===== src/rtl/kms_pkg.sv =====
// kms_pkg: shared types and constants of the keyboard matrix scanner
// no dependencies; imported by kms_poll and keyboard_matrix_scanner_unit
`timescale 1ns / 1ps

package kms_pkg;

  localparam int unsigned NumRows   = 8;
  localparam int unsigned RowWidth  = 8;
  localparam int unsigned CodeWidth = 6;

  // shift key positions: row 1 column 7 and row 6 column 4
  localparam logic [2:0] ShiftRowA = 3'd1;
  localparam logic [2:0] ShiftColA = 3'd7;
  localparam logic [2:0] ShiftRowB = 3'd6;
  localparam logic [2:0] ShiftColB = 3'd4;
  localparam logic [RowWidth-1:0] ShiftMaskA = 8'h7f;
  localparam logic [RowWidth-1:0] ShiftMaskB = 8'hef;

  // column encoding groups
  localparam logic [RowWidth-1:0] ColGroup4 = 8'hf0;
  localparam logic [RowWidth-1:0] ColGroup2 = 8'hcc;
  localparam logic [RowWidth-1:0] ColGroup1 = 8'haa;

  localparam logic [RowWidth-1:0] RowQuiet = 8'hff;

  typedef logic [NumRows-1:0][RowWidth-1:0] kms_matrix_t;

  typedef struct packed {
    logic [RowWidth-1:0]  idle_read;
    logic [RowWidth-1:0]  all_rows_read;
    kms_matrix_t          row_read;
    logic [CodeWidth-1:0] query_code;
  } kms_item_t;

  typedef struct packed {
    logic                 new_key;
    logic [CodeWidth-1:0] scan_code;
    logic                 with_shift;
    logic                 query_pressed;
    logic                 shift_held;
  } kms_result_t;

endpackage


===== src/rtl/kms_poll.sv =====
// kms_poll: combinational evaluation of one poll against the held matrix
// depends on kms_pkg
`timescale 1ns / 1ps

module kms_poll (
  input  kms_pkg::kms_item_t   item_i,
  input  kms_pkg::kms_matrix_t held_i,
  output kms_pkg::kms_matrix_t held_o,
  output kms_pkg::kms_result_t result_o
);
  import kms_pkg::*;

  function automatic logic [2:0] encode_columns(input logic [RowWidth-1:0] fresh);
    logic [2:0] c;
    c[2] = |(fresh & ColGroup4);
    c[1] = |(fresh & ColGroup2);
    c[0] = |(fresh & ColGroup1);
    return c;
  endfunction

  kms_matrix_t          base;
  kms_matrix_t          next_rows;
  logic                 found;
  logic [CodeWidth-1:0] code;
  logic                 shift_now;
  logic                 poll_taken;
  logic                 any_key;
  logic [RowWidth-1:0]  fresh;

  assign poll_taken = (item_i.idle_read == RowQuiet);
  assign any_key    = (item_i.all_rows_read != RowQuiet);

  always_comb begin
    // shift keys count as already held so they never show as new
    base = held_i;
    base[ShiftRowB] = held_i[ShiftRowB] & ShiftMaskB;
    base[ShiftRowA] = held_i[ShiftRowA] & ShiftMaskA;
    found = 1'b0;
    code  = '0;
    fresh = '0;
    for (int i = 0; i < NumRows; i++) begin
      fresh = ~item_i.row_read[i] & base[i];
      if (fresh != '0) begin
        found = 1'b1;
        code  = {3'(i), encode_columns(fresh)};
      end
    end
  end

  always_comb begin
    if (!poll_taken) begin
      next_rows = held_i;
    end else if (any_key) begin
      next_rows = item_i.row_read;
    end else begin
      next_rows = {NumRows{RowQuiet}};
    end
  end

  assign shift_now = ~next_rows[ShiftRowB][ShiftColB] | ~next_rows[ShiftRowA][ShiftColA];

  assign held_o                 = next_rows;
  assign result_o.new_key       = poll_taken & any_key & found;
  assign result_o.scan_code     = (poll_taken & any_key) ? code : '0;
  assign result_o.with_shift    = poll_taken & any_key & found & shift_now;
  assign result_o.query_pressed =
      ~next_rows[item_i.query_code[5:3]][item_i.query_code[2:0]];
  assign result_o.shift_held    = shift_now;

endmodule


===== src/rtl/keyboard_matrix_scanner_unit.sv =====
// keyboard_matrix_scanner_unit: 8x8 active-low key matrix poll evaluator
// path: each request is registered in the request stage, then its result
// in the result stage
// throughput: one request per cycle when results are not stalled, set by
// the single-pass poll logic between the request and result registers
// reset: asynchronous active low; matrix all released, both stages emptied
`timescale 1ns / 1ps

module keyboard_matrix_scanner_unit (
  input  logic       clk_i,
  input  logic       rst_ni,
  input  logic       in_valid_i,
  output logic       in_ready_o,
  input  logic [7:0] idle_read_i,
  input  logic [7:0] all_rows_read_i,
  input  logic [7:0] row0_read_i,
  input  logic [7:0] row1_read_i,
  input  logic [7:0] row2_read_i,
  input  logic [7:0] row3_read_i,
  input  logic [7:0] row4_read_i,
  input  logic [7:0] row5_read_i,
  input  logic [7:0] row6_read_i,
  input  logic [7:0] row7_read_i,
  input  logic [5:0] query_code_i,
  output logic       out_valid_o,
  input  logic       out_ready_i,
  output logic       new_key_o,
  output logic [5:0] scan_code_o,
  output logic       with_shift_o,
  output logic       query_pressed_o,
  output logic       shift_held_o
);
  // depends on kms_pkg and kms_poll
  import kms_pkg::*;

  // request register stage
  logic        req_valid_q;
  kms_item_t   req_q;
  kms_item_t   req_d;

  // held key matrix, low bit means the key is down
  kms_matrix_t held_q;
  kms_matrix_t held_d;

  // result register stage
  logic        res_valid_q;
  kms_result_t res_q;
  kms_result_t res_d;

  logic        in_fire;
  logic        res_load;

  // the result stage takes a new poll whenever it is empty or being drained
  assign res_load   = req_valid_q & (~res_valid_q | out_ready_i);
  // request stage refills in the same cycle it hands over
  assign in_ready_o = ~req_valid_q | res_load;
  assign in_fire    = in_valid_i & in_ready_o;

  always_comb begin
    req_d.idle_read     = idle_read_i;
    req_d.all_rows_read = all_rows_read_i;
    req_d.row_read      = {row7_read_i, row6_read_i, row5_read_i, row4_read_i,
                           row3_read_i, row2_read_i, row1_read_i, row0_read_i};
    req_d.query_code    = query_code_i;
  end

  always_ff @(posedge clk_i or negedge rst_ni) begin
    if (!rst_ni) begin
      req_valid_q <= 1'b0;
    end else if (in_fire) begin
      req_valid_q <= 1'b1;
    end else if (res_load) begin
      req_valid_q <= 1'b0;
    end
  end

  always_ff @(posedge clk_i) begin
    if (in_fire) begin
      req_q <= req_d;
    end
  end

  // poll evaluation against the stored matrix
  kms_poll u_poll (
    .item_i   (req_q),
    .held_i   (held_q),
    .held_o   (held_d),
    .result_o (res_d)
  );

  // matrix advances only when its poll moves into the result stage,
  // so polls update it strictly in request order
  always_ff @(posedge clk_i or negedge rst_ni) begin
    if (!rst_ni) begin
      held_q <= {NumRows{RowQuiet}};
    end else if (res_load) begin
      held_q <= held_d;
    end
  end

  always_ff @(posedge clk_i or negedge rst_ni) begin
    if (!rst_ni) begin
      res_valid_q <= 1'b0;
    end else if (res_load) begin
      res_valid_q <= 1'b1;
    end else if (out_ready_i) begin
      res_valid_q <= 1'b0;
    end
  end

  always_ff @(posedge clk_i) begin
    if (res_load) begin
      res_q <= res_d;
    end
  end

  assign out_valid_o     = res_valid_q;
  assign new_key_o       = res_q.new_key;
  assign scan_code_o     = res_q.scan_code;
  assign with_shift_o    = res_q.with_shift;
  assign query_pressed_o = res_q.query_pressed;
  assign shift_held_o    = res_q.shift_held;

`ifndef NO_ASSERTIONS
  // a stalled result is never overwritten by the next poll
  assert property (@(posedge clk_i) disable iff (!rst_ni)
    (res_valid_q && !out_ready_i) |-> !res_load)
    else $error("result stage overwritten while stalled");

  // shift with a new key implies a new key and shift still held
  assert property (@(posedge clk_i) disable iff (!rst_ni)
    (res_valid_q && res_q.with_shift) |-> (res_q.new_key && res_q.shift_held))
    else $error("with_shift without new key or shift held");

  // the matrix only changes when a poll is handed to the result stage
  assert property (@(posedge clk_i) disable iff (!rst_ni)
    !$past(res_load) |-> $stable(held_q))
    else $error("held matrix changed without a poll");
`endif

endmodule


===== config.mk =====
export PLATFORM = sky130hd
export DESIGN_NAME = keyboard_matrix_scanner_unit
export DESIGN_NICKNAME = d
export VERILOG_FILES = /design/src/rtl/kms_pkg.sv /design/src/rtl/kms_poll.sv /design/src/rtl/keyboard_matrix_scanner_unit.sv
export SDC_FILE = /design/constraint.sdc
export NUM_CORES = 1
export LEC_CHECK = 0
export ABC_CLOCK_PERIOD_IN_PS = 3450
export BUFFER_PORTS_ARGS = -buffer_cell sky130_fd_sc_hd__buf_2
export CAP_MARGIN = 20
export CORE_AREA = 2 2 121 123
export CTS_CLUSTER_DIAMETER = 50
export CTS_CLUSTER_SIZE = 14
export DETAILED_ROUTE_END_ITERATION = 16
export DIE_AREA = 0 0 123 125
export MAX_ROUTING_LAYER = met4
export PLACE_DENSITY = 0.74
export SYNTH_ARGS = -nofsm -noshare
export SYNTH_HDL_FRONTEND = slang
export SYNTH_SLANG_ARGS = --single-unit

===== constraint.sdc =====
create_clock -name clk_i -period 3.45 [get_ports clk_i]
set_input_delay 1.035 -clock clk_i [delete_from_list [all_inputs] [get_ports clk_i]]
set_output_delay 1.035 -clock clk_i [all_outputs]
set_load 0.005 [all_outputs]

==> summary.txt <==
Status
  – Outcome: complete, no violations

Routing
  – Antenna viol nets, final: 0
  – Initial DRC Count: 484
  – Via count: ~5400
  – Pre-antenna DRT Iters: 7
  – Vias per std cell: about 6.2
  – Drt wl/cell: around 21 um
  – Routed WL: approximately 18 mm
  – DRC violations left: 0

Placement
  – DP HPWL: roughly 12 mm
  – Placed cell areas: a little over 8000 sq um
  – Routability Congestion: ~0.99
  – IO buf count: around 100
  – Worst slack, placed: around 0.7 ns

Finish
  – Synth-to-layout area growth: 17.0%
  – Nets@finish: ~760
  – Fin area: about 8700 sq um
  – Storage cell area: roughly 4600 sq um
  – Fill count: 1119
  – # diodes: 0
  – Share of layout cells above drive strength 1: between 30% and 40%
  – Multi-input logic area: around 2500 sq um

Critical path
  – Largest stage delay on the critical path: just under 0.8 ns
  – CP Capture Type: flip-flop
  – Critical path buffers and inverters: 1
  – Crit path top cell by count: mux2_2
  – Startpoint Class: flip-flop
  – Arr. time, crit path: 2.99 ns
  – Critical Path Fanout Max: 12
  – Worst path slowest cell: edfxtp_1
  – Crit path max-delay family: compound AO/OA/AOI/OAI gates
  – Critical Path RT: 3.66 ns
  – Setup CP Type: reg -> reg
  – Critical path, cell by cell: buf_4 -> mux2_2 -> o22ai_1 -> a21oi_1 -> mux2_2 -> a311o_1 -> o21ai_0

Synth
  – Register bit total from synthesis: 162
  – Synth top cells by count: edfxtp_1, dfstp_2, o22a_1
  – Syn avg cell area: about 13 sq um
  – Main flop type after synthesis: edfxtp_1
  – Synth area leader: edfxtp_1
  – Mapped cell area: between 7000 and 8000 sq um
  – Synth async-reset ratio: 40.7%
  – Post-synth EDFFs: 96
  – Top cell type's share of synthesized area: slightly below 40%
  – Post-synthesis sequential area ratio: slightly above 60%
  – Count leader, synth: edfxtp_1
  – Syn Nets: approximately 670
  – Cell variety after synth: 61
  – Synth warn: 0
  – Synth area leaders: edfxtp_1, dfstp_2, o22a_1
  – Cells after Synth: about 580

Floorplan
  – # IOs: around 100
  – Die width: around 120 um
  – Die Span Y: about 130 um
  – Initial Util: roughly 52%
  – Core ar.: roughly 14000 sq um
  – Die area: 15400 sq um
  – Site Rows: 44

Worst hold path
  – Hold Crit Class: in -> async

Clocking
  – Setup bufs post-CTS: 0
  – CTS tree: built
  – Post_cts resized: 0
  – Hold-fix buffers at CTS: 0
  – Clk_lat worst skew: about 0.43 ns
  – CTS Buffer Depth: 2
  – Num Clock Sinks: around 160
  – Num CTS Buffers: 17
  – Root buffer cell: clkbuf_16
  – Htree depth: 4
  – Clock transition at path regs: roughly 0.060 ns

STA
  – Min setup slack post-route: between 0.6 and 0.7 ns
  – Final hold violation count: 0
  – Minimum clock period: about 2.8 ns
  – Setup TNS: 0 ns
  – Tcrit/Tclk final: between 80% and 90%
  – Clock skew: between 0.007 and 0.008 ns
  – Slew Limit Headroom: between 40% and 50%
  – Max Fclk: 0.360 GHz
  – Final Setup Violations: 0
  – Slew @ Worst Pin: 0.814 ns
  – Max Slew Vio Count: 0
  – RSZ-0062 raised after global routing: false

Flow run
  – Maxcap violations: 0

Global routing
  – Largest net degree at the start of global routing: between 60 and 70
  – Grt total ovfl: 0
  – Initial antenna violation count: 0
  – Number of global-route vias before repair: 5402
  – Global-route wire length before repair: 28.8 mm
  – GRT Total Usage: between 20% and 30%

Power and ir drop
  – Worst VDD drop: slightly above 0.4 mV
  – P per Cell Area: 548 nW/um^2
  – Leakage: ~3.3 nW
==> area by class of cell <==
cell class,count,share of cell area [%]
flip-flops and latches,162,53.2
inverters,22,0.953
clock inverters,15,1.66
well taps,184,2.66
multi-input cells,357,29.4
clock buffers,17,4.91
repair buffers,114,7.24
==> report_power, final <==
part           total, mW  switching [mW]  leakage (nW)  internal [mW]
Sequential          2.38           0.116          1.61           2.26
Combinational      0.554           0.304          1.39          0.250
Clock               1.82           0.805         0.281           1.01
==> path summary, 6_finish.rpt <==
path / to / depth (start not counted) / slack, ns / from
max: query_pressed_o / 7 / 0.67 / req_q[3]
min: req_valid_q / 1 / 0.39 / rst_ni
max reg2reg: query_pressed_o / 7 / 0.67 / req_q[3]
min reg2reg: out_valid_o / 1 / 0.49 / req_valid_q
max in group asynchronous: held_q[46] / 2 / 2.13 / rst_ni
min in group clk_i: out_valid_o / 1 / 0.49 / req_valid_q
==> stage by stage <==
step / total power [mW] / hold slack, ns / util [%] / cells
after CTS: 4.78 / 0.388 / 61.0 / 871
after global placement: 2.93 / 0.475 / 57.0 / 839
after global routing: 4.95 / 0.377 / 61.0 / 871
after floorplan: 2.72 / 0.449 / - / 575
after detailed placement: 2.95 / 0.473 / 57.0 / 839
final: 4.75 / 0.393 / 61.0 / 871
==> flip-flops by register name, summed over array words and instances, names as in the netlist <==
signal,cells
req_valid_q,1
out_valid_o,1
with_shift_o,1
query_pressed_o,1
new_key_o,1
req_q,86
shift_held_o,1
held_q,64
scan_code_o,6
==> layout by cell type (no fill, tap or decap), types with 17 or more instances in the layout <==
master,synthesis,layout
nor2_1,22,22
o22a_1,64,64
clkbuf_16,0,17
inv_1,21,21
edfxtp_1,96,96
o21ai_0,20,20
dfstp_2,64,64
nand2b_1,28,28
o221ai_1,35,35
buf_2,19,101
a21oi_1,23,23
nor2b_1,28,28
==> cell families after synthesis <==
kind of cell,after synthesis,share of synthesized area [%]
multiplexers,16,2.38
buffers and inverters,56,3.41
flip-flops,162,62.3
AND/OR/NAND/NOR,144,11.2
AO/OA/AOI/OAI,197,20.8
==> per-layer routing <==
metal,part of all wire [%],wire length (um),global-route usage (%),vias up
met2,44,7990,35.9,244
met5,0,0,-,-
met3,7.4,1330,6.52,40
met4,3.0,535,9.76,0
met1,45,8160,36.2,2621
li1,-,-,-,2481
Note: power is estimated with default switching activity, not from simulation.
